--- src/rtl/bdm_pkg.sv ---
// Shared types, command constants and frame tables for the background debug
// host sequencer. Used by bdm_seq_core and bdm_host_command_sequencer.
package bdm_pkg;

  localparam int FRAME_BITS = 17;

  localparam logic [15:0] CMD_WRITE_LONG = 16'h1880;
  localparam logic [15:0] CMD_WRITE_WORD = 16'h1840;
  localparam logic [15:0] CMD_READ_WORD  = 16'h1940;
  localparam logic [15:0] CMD_DUMP_WORD  = 16'h1d40;
  localparam logic [15:0] CMD_WRITE_SYS  = 16'h2480;
  localparam logic [15:0] CMD_GO         = 16'h0c00;
  localparam logic [15:0] CMD_NOP        = 16'h0000;

  typedef enum logic [3:0] {
    OP_IDLE        = 4'd0,
    OP_WRITE_LONG  = 4'd1,
    OP_WRITE_WORD  = 4'd2,
    OP_READ_WORD   = 4'd3,
    OP_DUMP_WORD   = 4'd4,
    OP_WRITE_REG   = 4'd5,
    OP_WRITE_SYS   = 4'd6,
    OP_READ_REG    = 4'd7,
    OP_GO          = 4'd8
  } op_t;

  localparam logic [3:0] FUNC_TICK = 4'd0;

  typedef struct packed {
    logic [3:0]  func;
    logic [31:0] address;
    logic [31:0] data_value;
    logic [15:0] command_word;
    logic [3:0]  sysreg_select;
    logic        dso_level;
  } in_item_t;

  typedef struct packed {
    logic        dsi_level;
    logic        clock_pulse;
    logic        accepted;
    logic        done_res;
    logic [31:0] read_data;
    logic        status_bit;
  } result_t;

  function automatic logic [2:0] frame_last(op_t op);
    logic [2:0] last;
    unique case (op)
      OP_WRITE_LONG: last = 3'd4;
      OP_WRITE_WORD: last = 3'd3;
      OP_READ_WORD:  last = 3'd3;
      OP_DUMP_WORD:  last = 3'd1;
      OP_WRITE_REG:  last = 3'd2;
      OP_WRITE_SYS:  last = 3'd2;
      OP_READ_REG:   last = 3'd2;
      OP_GO:         last = 3'd1;
      default:       last = 3'd0;
    endcase
    return last;
  endfunction

  function automatic logic [15:0] frame_word(op_t op, logic [2:0] idx, logic [31:0] addr,
                                             logic [31:0] data, logic [15:0] cmd);
    logic [15:0] w;
    w = CMD_NOP;
    unique case (op)
      OP_WRITE_LONG: begin
        case (idx)
          3'd0:    w = CMD_WRITE_LONG;
          3'd1:    w = addr[31:16];
          3'd2:    w = addr[15:0];
          3'd3:    w = data[31:16];
          3'd4:    w = data[15:0];
          default: w = CMD_NOP;
        endcase
      end
      OP_WRITE_WORD: begin
        case (idx)
          3'd0:    w = CMD_WRITE_WORD;
          3'd1:    w = addr[31:16];
          3'd2:    w = addr[15:0];
          3'd3:    w = data[15:0];
          default: w = CMD_NOP;
        endcase
      end
      OP_READ_WORD: begin
        case (idx)
          3'd0:    w = CMD_READ_WORD;
          3'd1:    w = addr[31:16];
          3'd2:    w = addr[15:0];
          default: w = CMD_NOP;
        endcase
      end
      OP_DUMP_WORD: w = (idx == 3'd0) ? CMD_DUMP_WORD : CMD_NOP;
      OP_WRITE_REG, OP_WRITE_SYS: begin
        case (idx)
          3'd0:    w = cmd;
          3'd1:    w = data[31:16];
          default: w = data[15:0];
        endcase
      end
      OP_READ_REG:  w = (idx == 3'd0) ? cmd : CMD_NOP;
      OP_GO:        w = (idx == 3'd0) ? CMD_NOP : CMD_GO;
      default:      w = CMD_NOP;
    endcase
    return w;
  endfunction

endpackage

--- src/rtl/bdm_seq_core.sv ---
// Command sequencer state: operation capture, frame and bit counting, serial
// shift registers and read-back accumulation. Depends on bdm_pkg.
module bdm_seq_core (
  input  logic              clk,
  input  logic              rst_n,
  input  logic              item_en,
  input  bdm_pkg::in_item_t item,
  output bdm_pkg::result_t  res
);
  import bdm_pkg::*;

  op_t         op_r, op_nxt;
  logic [2:0]  frame_index_r, frame_index_nxt;
  logic [4:0]  bit_index_r, bit_index_nxt;
  logic [16:0] out_shift_r, out_shift_nxt;
  logic [16:0] in_shift_r, in_shift_nxt;
  logic [31:0] held_address_r, held_address_nxt;
  logic [31:0] held_data_r, held_data_nxt;
  logic [15:0] held_command_r, held_command_nxt;
  logic [31:0] read_accum_r, read_accum_nxt;

  op_t         func_op;
  logic        is_operation;
  logic [15:0] cmd_in;
  logic [16:0] shift_in;
  logic [4:0]  bit_inc;
  logic [2:0]  last;
  logic [15:0] word;

  assign func_op      = op_t'(item.func);
  assign is_operation = (item.func >= OP_WRITE_LONG) && (item.func <= OP_GO);
  assign cmd_in       = (func_op == OP_WRITE_SYS) ? (CMD_WRITE_SYS | {12'd0, item.sysreg_select})
                                                  : item.command_word;
  assign shift_in     = {in_shift_r[15:0], item.dso_level};
  assign bit_inc      = bit_index_r + 5'd1;
  assign last         = frame_last(op_r);
  assign word         = shift_in[15:0];

  always_comb begin
    op_nxt           = op_r;
    frame_index_nxt  = frame_index_r;
    bit_index_nxt    = bit_index_r;
    out_shift_nxt    = out_shift_r;
    in_shift_nxt     = in_shift_r;
    held_address_nxt = held_address_r;
    held_data_nxt    = held_data_r;
    held_command_nxt = held_command_r;
    read_accum_nxt   = read_accum_r;
    res              = '0;
    if (item_en) begin
      if (is_operation) begin
        if (op_r == OP_IDLE) begin
          res.accepted     = 1'b1;
          op_nxt           = func_op;
          held_address_nxt = item.address;
          held_data_nxt    = item.data_value;
          held_command_nxt = cmd_in;
          read_accum_nxt   = '0;
          frame_index_nxt  = '0;
          bit_index_nxt    = '0;
          out_shift_nxt    = {1'b0, frame_word(func_op, 3'd0, item.address,
                                               item.data_value, cmd_in)};
        end
      end else if (item.func == FUNC_TICK && op_r != OP_IDLE) begin
        res.clock_pulse = 1'b1;
        res.dsi_level   = out_shift_r[16];
        out_shift_nxt   = {out_shift_r[15:0], 1'b0};
        in_shift_nxt    = shift_in;
        bit_index_nxt   = bit_inc;
        if (bit_inc >= 5'(FRAME_BITS)) begin
          if ((op_r == OP_READ_WORD || op_r == OP_DUMP_WORD) && frame_index_r == last) begin
            read_accum_nxt = {16'd0, word};
          end else if (op_r == OP_READ_REG && frame_index_r == 3'd1) begin
            read_accum_nxt = {word, 16'd0};
          end else if (op_r == OP_READ_REG && frame_index_r == 3'd2) begin
            read_accum_nxt = {read_accum_r[31:16], word};
          end
          bit_index_nxt = '0;
          if (frame_index_r >= last) begin
            res.done_res    = 1'b1;
            res.status_bit  = shift_in[16];
            res.read_data   = read_accum_nxt;
            op_nxt          = OP_IDLE;
            frame_index_nxt = '0;
            out_shift_nxt   = '0;
          end else begin
            frame_index_nxt = frame_index_r + 3'd1;
            out_shift_nxt   = {1'b0, frame_word(op_r, frame_index_r + 3'd1, held_address_r,
                                                 held_data_r, held_command_r)};
          end
        end
      end
    end
  end

  always_ff @(posedge clk) begin
    if (!rst_n) begin
      op_r           <= OP_IDLE;
      frame_index_r  <= '0;
      bit_index_r    <= '0;
      out_shift_r    <= '0;
      in_shift_r     <= '0;
      held_address_r <= '0;
      held_data_r    <= '0;
      held_command_r <= '0;
      read_accum_r   <= '0;
    end else begin
      op_r           <= op_nxt;
      frame_index_r  <= frame_index_nxt;
      bit_index_r    <= bit_index_nxt;
      out_shift_r    <= out_shift_nxt;
      in_shift_r     <= in_shift_nxt;
      held_address_r <= held_address_nxt;
      held_data_r    <= held_data_nxt;
      held_command_r <= held_command_nxt;
      read_accum_r   <= read_accum_nxt;
    end
  end

  a_idle_counters_clear: assert property (@(posedge clk) disable iff (!rst_n)
    (op_r == OP_IDLE) |-> (frame_index_r == 3'd0 && bit_index_r == 5'd0))
    else $error("counters not clear while idle");

  a_bit_index_range: assert property (@(posedge clk) disable iff (!rst_n)
    bit_index_r < 5'(FRAME_BITS))
    else $error("bit index beyond frame");

  a_frame_in_range: assert property (@(posedge clk) disable iff (!rst_n)
    (op_r != OP_IDLE) |-> (frame_index_r <= frame_last(op_r)))
    else $error("frame index beyond last frame");

endmodule

--- src/rtl/bdm_host_command_sequencer.sv ---
// Throughput: one item per cycle while the skid stage is empty. The sequencer
// state updates at acceptance; results are registered in the result register,
// or first in one skid stage under stall; both decouple the output side.
// Reset: synchronous, active low; clears sequencer state and output valids.
// Top level of the background debug host sequencer. Depends on bdm_pkg, bdm_seq_core.
module bdm_host_command_sequencer (
  input  logic        clk,
  input  logic        rst_n,
  input  logic        in_valid,
  output logic        in_stall,
  input  logic [3:0]  in_func,
  input  logic [31:0] in_address,
  input  logic [31:0] in_data_value,
  input  logic [15:0] in_command_word,
  input  logic [3:0]  in_sysreg_select,
  input  logic        in_dso_level,
  output logic        out_valid,
  input  logic        out_stall,
  output logic        out_dsi_level,
  output logic        out_clock_pulse,
  output logic        out_accepted,
  output logic        out_done_res,
  output logic [31:0] out_read_data,
  output logic        out_status_bit
);
  import bdm_pkg::*;

  in_item_t item;
  result_t  res;
  result_t  out_r, out_nxt;
  result_t  skid_r, skid_nxt;
  logic     out_valid_r, out_valid_nxt;
  logic     skid_valid_r, skid_valid_nxt;
  logic     in_take, out_take;

  assign item     = '{func: in_func, address: in_address, data_value: in_data_value,
                      command_word: in_command_word, sysreg_select: in_sysreg_select,
                      dso_level: in_dso_level};
  assign in_stall = skid_valid_r;
  assign in_take  = in_valid && !skid_valid_r;
  assign out_take = out_valid_r && !out_stall;

  bdm_seq_core u_core (
    .clk     (clk),
    .rst_n   (rst_n),
    .item_en (in_take),
    .item    (item),
    .res     (res)
  );

  always_comb begin
    out_nxt        = out_r;
    out_valid_nxt  = out_valid_r;
    skid_nxt       = skid_r;
    skid_valid_nxt = skid_valid_r;
    if (!out_valid_r || out_take) begin
      if (skid_valid_r) begin
        out_nxt        = skid_r;
        out_valid_nxt  = 1'b1;
        skid_nxt       = res;
        skid_valid_nxt = in_take;
      end else begin
        out_nxt        = res;
        out_valid_nxt  = in_take;
      end
    end else if (in_take) begin
      skid_nxt       = res;
      skid_valid_nxt = 1'b1;
    end
  end

  always_ff @(posedge clk) begin
    if (!rst_n) begin
      out_valid_r  <= 1'b0;
      skid_valid_r <= 1'b0;
    end else begin
      out_valid_r  <= out_valid_nxt;
      skid_valid_r <= skid_valid_nxt;
    end
  end

  always_ff @(posedge clk) begin
    out_r  <= out_nxt;
    skid_r <= skid_nxt;
  end

  assign out_valid       = out_valid_r;
  assign out_dsi_level   = out_r.dsi_level;
  assign out_clock_pulse = out_r.clock_pulse;
  assign out_accepted    = out_r.accepted;
  assign out_done_res    = out_r.done_res;
  assign out_read_data   = out_r.read_data;
  assign out_status_bit  = out_r.status_bit;

  a_skid_behind_out: assert property (@(posedge clk) disable iff (!rst_n)
    skid_valid_r |-> out_valid_r)
    else $error("skid holds an item while output register is empty");

  a_done_on_tick: assert property (@(posedge clk) disable iff (!rst_n)
    (out_valid && out_done_res) |-> out_clock_pulse)
    else $error("done without a clocked bit");

  a_accept_not_tick: assert property (@(posedge clk) disable iff (!rst_n)
    (out_valid && out_accepted) |-> (!out_clock_pulse && !out_dsi_level))
    else $error("operation result carries a clocked bit");

  a_fill_skid: assert property (@(posedge clk) disable iff (!rst_n)
    (in_take && out_valid_r && out_stall) |=> skid_valid_r)
    else $error("item taken under stall not held in skid");

endmodule

--- config.mk ---
export PLATFORM = sky130hd
export DESIGN_NAME = bdm_host_command_sequencer
export DESIGN_NICKNAME = d
export VERILOG_FILES = /design/src/rtl/bdm_pkg.sv /design/src/rtl/bdm_seq_core.sv /design/src/rtl/bdm_host_command_sequencer.sv
export SDC_FILE = /design/constraint.sdc
export NUM_CORES = 1
export LEC_CHECK = 0
export BUFFER_PORTS_ARGS = -buffer_cell sky130_fd_sc_hd__buf_4
export CAP_MARGIN = 20
export CORE_ASPECT_RATIO = 1.2
export CORE_MARGIN = 2
export CORE_UTILIZATION = 40
export CTS_CLUSTER_DIAMETER = 30
export DETAILED_ROUTE_END_ITERATION = 7
export PLACE_DENSITY = 0.57
export SYNTH_ARGS = -nofsm -noshare
export SYNTH_HDL_FRONTEND = slang
export SYNTH_SLANG_ARGS = --single-unit
--- constraint.sdc ---
create_clock -name clk -period 4.7 [get_ports clk]
set_input_delay 0.235 -clock clk [delete_from_list [all_inputs] [get_ports clk]]
set_output_delay 0.235 -clock clk [all_outputs]
set_load 0.005 [all_outputs]
; Word level (Yosys, flattened, before mapping)
; Memory sizes are Yosys's and may differ from the RTL's. A register that Yosys moved wholly into a read port is not among the register bits.
; Index checks and enable logic that the tools add are counted.
[totals]
out_inout_bits = 39
register_bits = 233
input_bits = 93
mem_count = 1
wordCells = 138
rom_bits = 48
[mem_list]
columns = name, depth, width, rd, rd_ports_with_merged_regs, wr, line_no
row1 = (no name shown), 16, 3, 1, 1, 0, bdm_pkg.sv:49  ; unique case (op)
[op_classes]
mux = 55
n_eq_ne = 24
bitwise = 1
magnitude_cmp = 4
n_reduce_logical = 28
add_sub_neg = 2
[op_table]
columns = op, count
row1 = 32-bit 2-to-1 mux, 6
row2 = 37-bit 2-to-1 mux, 5
row3 = 16-bit case mux with 5 select lines, 2
row4 = 34-bit 2-to-1 mux, 4
row5 = 16-bit case mux with 7 select lines, 1
row6 = 17-bit 2-to-1 mux, 4
row7 = 16-bit 2-to-1 mux, 4
row8 = 16-bit case mux with 4 select lines, 1
row9 = 16-bit case mux with 3 select lines, 1
row10 = 4-bit by 3-bit equality test with 1-bit output (second input constant), 8
row11 = 16-bit case mux with 2 select lines, 1
row12 = 4-bit 2-to-1 mux, 7
row13 = 5-bit 2-to-1 mux, 4
row14 = 4-bit by 2-bit equality test with 1-bit output (second input constant), 4
row15 = 3-bit 2-to-1 mux, 5
row16 = 13-bit 2-to-1 mux, 1
row17 = 12-bit 2-to-1 mux, 1
row18 = 3-bit by 2-bit equality test with 1-bit output (second input constant), 3
row19 = 3-bit AND reduction, 3
row20 = 4-bit by 1-bit equality test with 1-bit output (second input constant), 2
row21 = 4-bit zero test, 2
row22 = 2-bit nonzero test, 4
row23 = 1-bit logical AND, 7
row24 = 3-bit by 1-bit equality test with 1-bit output (second input constant), 2
row25 = other kinds (22), 32

; Longest topological paths before layout
; Gate-level depths: netlist (run 1).
[depth]
depth_word = 12
depth_mapped = 11
mapped_depth_nobuf = 8

; By module
; Synthesis (run 1) repeated with hierarchy kept, for this count alone.
[hier_totals]
cells_unflattened = 1145
area_unflattened_um2 = 10617.7
[modules_own_cells]
columns = module, seq_area_each_um2, n_inst, area_per_inst_um2, cells_each
row1 = bdm_seq_core, 3203.1, 1, 7868.8, 1022
row2 = bdm_host_command_sequencer, 2262.2, 1, 2748.9, 123

; Least setup slack after synthesis (run 1)
; Ideal clock, no wire load.
[synth_path]
path_kind = reg2reg
from = register out_valid_r, in the netlist out_valid
to = register skid_r[0] in the netlist's numbering (enable)
stages_incl_launch_ff = 3
t_required_ns = 4.218
synth_period_minus_slack_ns = 4.455
path_buffers = 0
slack_ns = 0.245
setup_ns = 0.482
arrival_ns = 3.973
cell_sequence = dfxtp_1 -> nand2_1 -> o21ai_0
[synth_between]
elab_chain_cells = 4
elab_cells_between_ends = 6
classes_between = eq/ne: 1 / reduce/logical: 5
[synth_lines]
columns = element, line_no
row1 = start: declaration, bdm_host_command_sequencer.sv:32  ; logic out_valid_r, out_valid_nxt;
row2 = start signal: assignment, bdm_host_command_sequencer.sv:77  ; out_valid_r <= out_valid_nxt;
row3 = 1-bit zero test / 1-bit logical AND (equally long branches), "bdm_host_command_sequencer.sv:56, bdm_host_command_sequencer.sv:41"
row4 = 1-bit logical OR (*), bdm_host_command_sequencer.sv:56  ; if (!out_valid_r || out_take) begin
row5 = 2-bit != test (no source line) / 2-bit nonzero test (equally long branches), -
row6 = 2-bit AND reduction (no source line) (*), -
row7 = end signal: assignment, bdm_host_command_sequencer.sv:84  ; skid_r <= skid_nxt;
row8 = end: declaration, bdm_host_command_sequencer.sv:31  ; result_t skid_r, skid_nxt;
; Every way passes the cells marked *; elsewhere a longest branch is shown, timed or not.
; A chain may end at the register's enable or synchronous reset.

; Final worst setup path (run 1)
[layout_path]
from = register u_core.op_r[1]
to = register u_core.read_accum_r[14]
[layout_between]
elab_chain_cells = 8
elab_cells_between_ends = 19
classes_between = eq/ne: 4 / mux: 6 / reduce/logical: 9
[layout_lines]
columns = element, line_no
row1 = start: declaration, bdm_seq_core.sv:12  ; op_t op_r, op_nxt;
row2 = start signal: assignment, bdm_seq_core.sv:108  ; op_r <= op_nxt;
row3 = 4-bit by 3-bit equality test with 1-bit output, "bdm_seq_core.sv:73, bdm_seq_core.sv:75"
row4 = 1-bit logical AND, bdm_seq_core.sv:75  ; end else if (op_r == OP_READ_REG && frame_index_r == 3'd2) begin
row5 = 16-bit 2-to-1 mux, bdm_seq_core.sv:75
row6 = 32-bit 2-to-1 mux, bdm_seq_core.sv:73  ; end else if (op_r == OP_READ_REG && frame_index_r == 3'd1) begin
row7 = 32-bit 2-to-1 mux, bdm_seq_core.sv:71  ; if ((op_r == OP_READ_WORD || op_r == OP_DUMP_WORD) && frame_index_r == last) begin
row8 = 32-bit 2-to-1 mux, bdm_seq_core.sv:70  ; if (bit_inc >= 5'(FRAME_BITS)) begin
row9 = 32-bit 2-to-1 mux, bdm_seq_core.sv:64  ; end else if (item.func == FUNC_TICK && op_r != OP_IDLE) begin
row10 = 32-bit 2-to-1 mux, bdm_seq_core.sv:51  ; if (is_operation) begin
row11 = end signal: assignment, bdm_seq_core.sv:116  ; read_accum_r <= read_accum_nxt;
row12 = end: declaration, bdm_seq_core.sv:20  ; logic [31:0] read_accum_r, read_accum_nxt;
; Parallel ways exist; a longest one is shown, timed or not. The select of a mux whose other input is x is not followed.

==> impl_metrics.tcl, run 1 <==
set metrics [dict create \
    status "finished clean" \
    finalCritPeriodShare 0.743 \
    core_um2 27700 \
    async_flop_share 0 \
    numCtsBuffers 48 \
    start_util 0.405 \
    path_clk_slew_ps 50 \
    hp-class "in2reg" \
    cp.arrival_ps 3970 \
    die_x_um 157 \
    maxSlewHeadroom 0.387 \
    maxSlewViolCount 0 \
    yosysWarnings 0 \
    power_switching_uw 1380 \
    area_growth_pct 32.1 \
    cellLeakagePower_uw 0.00588 \
    tightest_slew_ps 919 \
    dieArea_um2 29400 \
    clock_skew_ps 24.7 \
    drt_iter0_drc 733 \
    cp_max_fo 19 \
    ioPinCount 132 \
    p_int_uw 4720 \
    ys.flop_type "dfxtp_1" \
    synth-seq-area-share 0.487 \
    max_stage_delay_ps 730 \
    combinationalPowerShare 0.074 \
    postRouteAntennaNets 0 \
    cpLargestDelayFamily "simple AND/OR/NAND/NOR gates" \
    dr.pass1.iters 6 \
    grt-ovfl-total 0 \
    worstSetupPathType "reg2reg" \
    synth_cell_types 66 \
    fmax_mhz 286 \
    first_global_vias 9570 \
    ys_ff_latch 236 \
    drv_cap 0 \
    syn_avg_cell_area_um2 8.98 \
    rsz0062_at_grt "false" \
    crit_chain "or4_1 > or3_4 > a31o_1 > nor3b_4 > buf_4 > nor4b_4 > a22o_1" \
    place_congestion 0.898 \
    peakVddDrop_v 0.000265 \
    worst_setup_path_start_kind "flip-flop" \
    insertedDiodeCount 0 \
    syn_nets 1353 \
    clock-sinks 236 \
    antenna_found_initial 0 \
    cellPowerDensity_nw_per_um2 411 \
    setup_viol 0 \
    rows 67 \
    hold_viol_final 0 \
    grt_max_degree 75 \
    tns_ps 0 \
    tritoncts "yes" \
    cp-end-kind "flip-flop" \
    p_clk_frac 0.556 \
    drive_gt1_frac 0.173 \
    die-height_um 188 \
    drt-total-wl_um 31900 \
    route.detailed.drc 0 \
    syn-cell-area_um2 11200 \
    critPathRequiredTime_ps 5170 \
    p_total_uw 6100 \
    grt_pass1_wl_um 51200 \
    io_buffers 131 \
    htree_levels 2 \
    dp_hpwl_um 21200 \
    clk_latency_ps 540 \
    track_usage 0.216 \
    min_period_ps 3490 \
    cts_buffer_depth 3 \
    post_cts_buffers 0 \
    wl_per_cell_um 17.4 \
    synth_edf_count 74 \
    sw_frac_of_total 0.227 \
    crit_slowest_cell "nor4b_4" \
    root_buffer "clkbuf_16" \
    postSynthCellCount 1250 \
    final_nets 1526 \
    power_frac_seq 0.370 \
    crit_buf_inv 1 \
    via_count 9839 \
    viasPerCell 5.35 \
]
## worst paths after layout
kind,startpoint,slack (ps),end,depth (start not counted)
worst max-delay path,u_core.op_r[1],1210,u_core.read_accum_r[14],7
worst min-delay path,in_command_word[15],10,u_core.held_command_r[15],3
worst max register to register,u_core.op_r[1],1210,u_core.read_accum_r[14],7
worst min register to register,u_core.held_address_r[2],460,u_core.held_address_r[2],2
## worst min-delay path, delay by kind of cell
family,cells,cell delay [ps]
AND/OR/NAND/NOR,1,50
AO/OA/AOI/OAI,1,70
buffers and inverters,1,120
## sequential cells by signal (all words and copies together), names as in the netlist
name                   cells
in_stall                   1
out_accepted               1
out_clock_pulse            1
out_done_res               1
out_dsi_level              1
out_read_data             32
out_status_bit             1
out_valid                  1
skid_r                    37
u_core.bit_index_r         5
u_core.frame_index_r       3
u_core.held_address_r     32
u_core.held_command_r     16
u_core.held_data_r        32
u_core.in_shift_r         16
u_core.last                3
u_core.op_r                4
u_core.out_shift_r        17
u_core.read_accum_r       32
## through the flow
step	setup WS, ps	utilization	instances	area (um^2)	hold slack, ps
final	1210	0.535	1839	14800	14.7
after global routing	957	0.535	1839	14800	24.1
after CTS	1210	0.535	1838	14800	1.38
after detailed placement	1230	0.450	1681	12500	457
after global placement	1300	0.450	1681	12500	454
after floorplan	245	-	1250	11200	361
## cells in the mapped netlist (all sizes together) (7+ instances only)
master  number  area (um^2)
a21boi      92          691
a21o        20          150
a21oi       62          310
a221oi      10         87.6
a22o        34          298
a22oi       26          195
a31oi       11         68.8
and2         8         50.1
and3        20          125
buf         14         77.6
clkbuf      89          334
dfxtp      162         3240
edfxtp      74         2220
ha          10          125
inv         16         60.1
mux2i       36          360
nand2      253          950
nand3       30          150
nor2        70          263
nor2b        9         56.3
nor3        23          115
o211a        8         80.1
o21ai       66          330
o221ai       7         61.3
o31ai       17          128
xnor2        8         70.1
## per-layer routing
layer / up-vias / global-route usage / wire length [um]
li1: 4855 / - / -
met1: 4630 / 0.264 / 13500
met2: 283 / 0.370 / 15800
met3: 71 / 0.0344 / 1360
met4: 0 / 0.0995 / 1280
met5: - / 0 / 0
## cells in the final DEF (no fill, tap or decap), drive strengths merged, types with 7 or more instances in the layout
master	instances
nand2	253
dfxtp	162
buf	156
a21boi	92
edfxtp	74
nor2	70
dlygate4sd3	70
o21ai	66
a21oi	62
clkbuf	58
mux2i	36
a22o	34
nand3	30
a22oi	26
nor3	23
and3	20
a21o	20
inv	20
o31ai	17
clkinv	13
a31oi	11
a221oi	10
ha	10
nor2b	9
xnor2	8
and2	8
o211a	8
o221ai	7
bufinv	7
## logic make-up (layout without fill, tap and decap cells)
kind of cell / Yosys count / after routing / share of synthesized area
xor+xnor: 13 / 13 / 0.0101
mux: 37 / 37 / 0.0331
buf+inv: 119 / 329 / 0.0420
fa+ha+maj: 10 / 10 / 0.0111
compound gates: 388 / 388 / 0.240
simple gates: 447 / 447 / 0.177
flops: 236 / 236 / 0.487
## layout make-up
| cell class | count | area (um^2) |
|---|---|---|
| tap | 379 | 474 |
| fill | 2509 | 12900 |
| inverter | 16 | 60.1 |
| clock buffer | 58 | 1280 |
| sequential | 236 | 5470 |
| multi-input combinational | 895 | 5340 |
| clock inverter | 29 | 353 |
| timing repair buffer | 226 | 1870 |
## power groups by stage
stage | clock (uW) | combinational [uW] | sequential (uW)
after floorplan | 0 | 244 | 2270
after global placement | 0 | 404 | 2290
after detailed placement | 0 | 408 | 2290
after CTS | 3450 | 455 | 2250
after global routing | 3550 | 499 | 2260
final | 3390 | 452 | 2250
## what timing repair did
item / in CTS / in global routing
resized for setup: 0 / 0
hold buffers: 70 / 0
hold endpoints to repair: 71 / 0
Power figures use the tool's default switching activity.
==> run 2: changes to the inputs <==
==> constraint.sdc (replaced) <==
create_clock -name clk -period 3 [get_ports clk]
set_input_delay 0.15 -clock clk [delete_from_list [all_inputs] [get_ports clk]]
set_output_delay 0.15 -clock clk [all_outputs]
set_load 0.005 [all_outputs]
==> impl_metrics.tcl, run 2 (synthesis gave the netlist of run 1 again) <==
set metrics [dict create \
    setup_viol 0 \
    track_usage 0.220 \
    grt-ovfl-total 0 \
    met1_usage 0.265 \
    met2_usage 0.376 \
    cts-resized-gates 0 \
    largest_reg_flops 37 \
    tightest_slew_ps 688 \
    die-height_um 188 \
    fillers 2490 \
    tritoncts "yes" \
    fin_area_um2 15000 \
    first_global_vias 9822 \
    numCtsBuffers 44 \
    final_cell_mix "nand2_1 (252), buf_4 (172), dfxtp_1 (162)" \
    tns_ps 0 \
    endpoint "u_core.last[1]" \
    crit_slowest_cell "a311o_1" \
    root_buffer "clkbuf_16" \
    crit_buf_inv 1 \
    cts_buffer_depth 3 \
    clock_skew_ps 18.1 \
    cp.arrival_ps 3160 \
    wl_per_cell_um 17.4 \
    area_growth_pct 33.6 \
    clock-sinks 236 \
    cellLeakagePower_uw 0.00596 \
    drt_iter0_drc 769 \
    r2r-end "u_core.last[1]" \
    drv_cap 0 \
    maxSlewHeadroom 0.530 \
    dr.pass1.iters 7 \
    dieArea_um2 29400 \
    viasPerCell 5.37 \
    drt-total-wl_um 32500 \
    antenna_found_initial 0 \
    start_util 0.405 \
    path_clk_slew_ps 50 \
    cellPowerDensity_nw_per_um2 610 \
    cp_max_fo 8 \
    dp_hpwl_um 21900 \
    rsz0062_at_grt "false" \
    via_count 10000 \
    status "finished clean" \
    cp.depth 8 \
    worst_setup_path_start_kind "flip-flop" \
    largest_register "skid_r" \
    insertedDiodeCount 0 \
    rows 67 \
    grt_pass1_wl_um 51800 \
    core_um2 27700 \
    route.detailed.drc 0 \
    final_common_cell "nand2_1" \
    drive_gt1_frac 0.184 \
    place_congestion 0.900 \
    worstSetupPathType "reg2reg" \
    max_stage_delay_ps 520 \
    busiest_layer "met2" \
    postRouteAntennaNets 0 \
    regArea_um2 5470 \
    startpoint "u_core.frame_index_r[0]" \
    ioPinCount 132 \
    io_buffers 131 \
    final_util 0.541 \
    use_met3 0.0330 \
    cpLargestDelayFamily "compound AO/OA/AOI/OAI gates" \
    r2r_setup_slack_ps 250 \
    final_nets 1554 \
    finalCritPeriodShare 0.917 \
    min-delay-start "in_sysreg_select[3]" \
    cp-end-kind "flip-flop" \
    min_period_ps 2750 \
    fmax_mhz 364 \
    multi_input_area_um2 5330 \
    peakVddDrop_v 0.000405 \
    hold_viol_final 0 \
    placedInstanceArea_um2 12700 \
    critPathRequiredTime_ps 3410 \
    htree_levels 2 \
    grt_max_degree 88 \
    timing.rr.start "u_core.frame_index_r[0]" \
    r2r_cells 8 \
    maxSlewViolCount 0 \
    clk_latency_ps 530 \
    crit_chain "inv_1 > ha_1 > nor2b_1 > o21ai_0 > nand3_1 > a311o_1 > a32o_1 > o311a_1" \
    die_x_um 157 \
    hp-class "in2reg" \
]
[run 2: cell count changes in the layout (fill, tap and decap cells not counted), sizes merged]
cell / previous run / this run
buf: 156 / 175
dlygate4sd3: 70 / 83
clkbuf: 58 / 49
inv: 20 / 27
bufinv: 7 / 3
clkinvlp: 5 / 8
clkinv: 13 / 11
[run 2: area by class of cell]
type | instances | share of cell area
flip-flops and latches | 236 | 0.364
multi-input cells | 895 | 0.355
repair buffers | 258 | 0.145
clock buffers | 49 | 0.0766
well taps | 379 | 0.0316
clock inverters | 33 | 0.0232
inverters | 16 | 0.00400
[run 2: worst reg2reg max path, stage by stage, from the launching register on]
cell and delay (ps):
dfxtp_1 440, inv_1 120, ha_1 310, nor2b_1 40
o21ai_0 430, nand3_1 140, a311o_1 520, a32o_1 260
o311a_1 350
[run 2: per-layer routing]
layer | vias to the layer above | part of all wire
met4 | 0 | 0.050
met3 | 91 | 0.043
met2 | 340 | 0.50
met5 | - | 0
li1 | 4897 | -
met1 | 4690 | 0.41
[run 2: how the worst min path moves through the flow]
stage | to | slack, ps | depth (start not counted)
6_report | u_core.held_command_r[3] | 10 | 4
5_1_grt | u_core.held_command_r[0] | 30 | 4
4_1_cts | u_core.held_command_r[3] | 4 | 4
3_5_place_dp | u_core.read_accum_r[0] | 410 | 2
3_3_place_gp | u_core.read_accum_r[0] | 400 | 2
2_1_floorplan | u_core.read_accum_r[0] | 280 | 1
[run 2: power breakdown]
group	internal (uW)	leakage [uW]	switching, uW	total, uW
logic	356	0.00317	385	740
registers	3430	0.00208	103	3530
clock network	3090	0.000715	1800	4890
total	6880	0.00596	2290	9160
[run 2: what timing repair did]
| action | 4_1_cts | 5_1_grt |
|---|---|---|
| endpoints found under the hold margin | 89 | 0 |
| buffers inserted | 0 | 0 |
| hold buffers | 83 | 0 |
[run 2: stage by stage]
step / instances / total power (uW) / hold slack [ps] / setup WS, ps
global route: 1866 / 9510 / 32.9 / 39.4
global placement: 1701 / 4240 / 401 / 297
finish: 1866 / 9160 / 14.6 / 250
detailed placement: 1701 / 4250 / 407 / 295
CTS: 1866 / 9250 / 3.54 / 273
floorplan: 1250 / 3930 / 276 / 232
==> run 3: changes to the inputs <==
--- a/config.mk
+++ b/config.mk
@@ -10,9 +10,10 @@
 export CORE_ASPECT_RATIO = 1.2
 export CORE_MARGIN = 2
 export CORE_UTILIZATION = 40
+export CTS_BUF_LIST = sky130_fd_sc_hd__clkbuf_2 sky130_fd_sc_hd__clkbuf_4 sky130_fd_sc_hd__clkbuf_8
 export CTS_CLUSTER_DIAMETER = 30
 export DETAILED_ROUTE_END_ITERATION = 7
-export PLACE_DENSITY = 0.57
+export PLACE_DENSITY = 0.54
 export SYNTH_ARGS = -nofsm -noshare
 export SYNTH_HDL_FRONTEND = slang
 export SYNTH_SLANG_ARGS = --single-unit
==> constraint.sdc (replaced) <==
create_clock -name clk -period 2.6 [get_ports clk]
set_input_delay 0.13 -clock clk [delete_from_list [all_inputs] [get_ports clk]]
set_output_delay 0.13 -clock clk [all_outputs]
set_load 0.005 [all_outputs]
==> impl_metrics.tcl, run 3 (synthesis gave the netlist of run 1 again) <==
set metrics [dict create \
    dr.pass1.iters 5 \
    regArea_um2 5470 \
    wl_per_cell_um 17.5 \
    multi_input_area_um2 5360 \
    insertedDiodeCount 0 \
    numCtsBuffers 49 \
    start_util 0.405 \
    cts_buffer_depth 3 \
    final_cell_mix "nand2_1 (252), buf_4 (198), dfxtp_1 (161)" \
    final_nets 1596 \
    critPathRequiredTime_ps 3050 \
    grt-ovfl-total 0 \
    clock-sinks 236 \
    min_period_ps 2500 \
    die_x_um 157 \
    path_clk_slew_ps 60 \
    hp-class "in2reg" \
    cellPowerDensity_nw_per_um2 640 \
    cp.arrival_ps 2950 \
    core_um2 27700 \
    clk_latency_ps 570 \
    dp_hpwl_um 22900 \
    final_common_cell "nand2_1" \
    rows 67 \
    place_congestion 0.883 \
    via_count 10200 \
    dieArea_um2 29400 \
    finalCritPeriodShare 0.960 \
    fillers 2552 \
    hold_viol_final 0 \
    maxSlewViolCount 0 \
    fmax_mhz 401 \
    cellLeakagePower_uw 0.00606 \
    startpoint "u_core.op_r[3]" \
    largest_reg_flops 37 \
    post_cts_buffers 0 \
    htree_levels 2 \
    setup_viol 0 \
    postRouteAntennaNets 0 \
    drt_iter0_drc 613 \
    area_growth_pct 34.6 \
    cp-end-kind "flip-flop" \
    fin_area_um2 15100 \
    drive_gt1_frac 0.208 \
    placedInstanceArea_um2 13000 \
    io_buffers 131 \
    route.detailed.drc 0 \
    clock_skew_ps 31.1 \
    drt-total-wl_um 33500 \
    peakVddDrop_v 0.000351 \
    rsz0062_at_grt "false" \
    maxSlewHeadroom 0.380 \
    worstSetupPathType "reg2reg" \
    ioPinCount 132 \
    status "finished clean" \
    cp_max_fo 8 \
    die-height_um 188 \
    tritoncts "yes" \
    final_cells 1910 \
    worst_setup_path_start_kind "flip-flop" \
    track_usage 0.229 \
    first_global_vias 10000 \
    grt_max_degree 74 \
    timing.rr.start "u_core.op_r[3]" \
    tightest_slew_ps 926 \
    dp.cells 1735 \
    viasPerCell 5.35 \
    p_total_uw 9680 \
    root_buffer "clkbuf_8" \
    largest_register "skid_r" \
    antenna_found_initial 0 \
    drv_cap 0 \
    min-delay-start "in_func[3]" \
    grt_pass1_wl_um 53900 \
]
-- run 3: changes by cell type in the layout (fill, tap and decap cells not counted), moves of 3 or more --
cell           previous run  this run
inv_6                     9         2
clkbuf_8                  3        52
bufinv_16                 3        10
clkinv_2                  5         2
clkbuf_16                44         0
dlygate4sd3_1            83        86
buf_4                   172       198
clkinv_1                  0         5
clkbuf_4                  0        10
buf_12                    3        10
clkinvlp_4                8         4
-- run 3: final timing paths --
| path | end | slack, ps | depth (start not counted) |
|---|---|---|---|
| worst max-delay path | u_core.last[2] | 100 | 5 |
| worst min-delay path | u_core.out_shift_r[7] | 50 | 4 |
| worst max register to register | u_core.last[2] | 100 | 5 |
| worst min register to register | u_core.out_shift_r[16] | 450 | 2 |
-- run 3: area by class of cell --
class	instances	share of cell area
inverters	16	0.00397
flip-flops and latches	236	0.362
clock inverters	27	0.0272
well taps	379	0.0314
multi-input cells	895	0.354
clock buffers	62	0.0523
repair buffers	295	0.169
-- run 3: worst max-delay path, stage by stage, from the launching register on --
cell	delay [ps]
dfxtp_1	350
or4_1	620
or3_4	380
a311o_1	410
a31o_2	320
nor4b_1	330
-- run 3: layer usage --
| layer | global-route usage | vias up | part of all wire |
|---|---|---|---|
| met1 | 0.270 | 4868 | 0.41 |
| met3 | 0.0317 | 76 | 0.039 |
| met5 | 0 | - | 0 |
| li1 | - | 4993 | - |
| met4 | 0.0759 | 0 | 0.033 |
| met2 | 0.421 | 281 | 0.52 |
-- run 3: timing repair --
action                     4_1_cts  5_1_grt
setup endpoints to repair        1       29
resized for setup                1        9
hold endpoints to repair        98        0
hold buffers                    86        0
-- run 3: report_power, final --
| group | switching [uW] | total [uW] | internal, uW |
|---|---|---|---|
| Clock | 1710 | 4730 | 3020 |
| Combinational | 456 | 894 | 439 |
| Sequential | 110 | 4060 | 3950 |
| Total | 2280 | 9680 | 7410 |
-- run 3: stage by stage --
stage	setup TNS, ps	setup WS (ps)	util	hold slack [ps]
global route	0	5.25	0.545	66.1
global placement	0	35.7	0.469	394
CTS	0	51.7	0.544	10.4
floorplan	-815	-81.5	-	256
finish	0	105	0.545	48.4
detailed placement	-9.72	-8.33	0.469	397
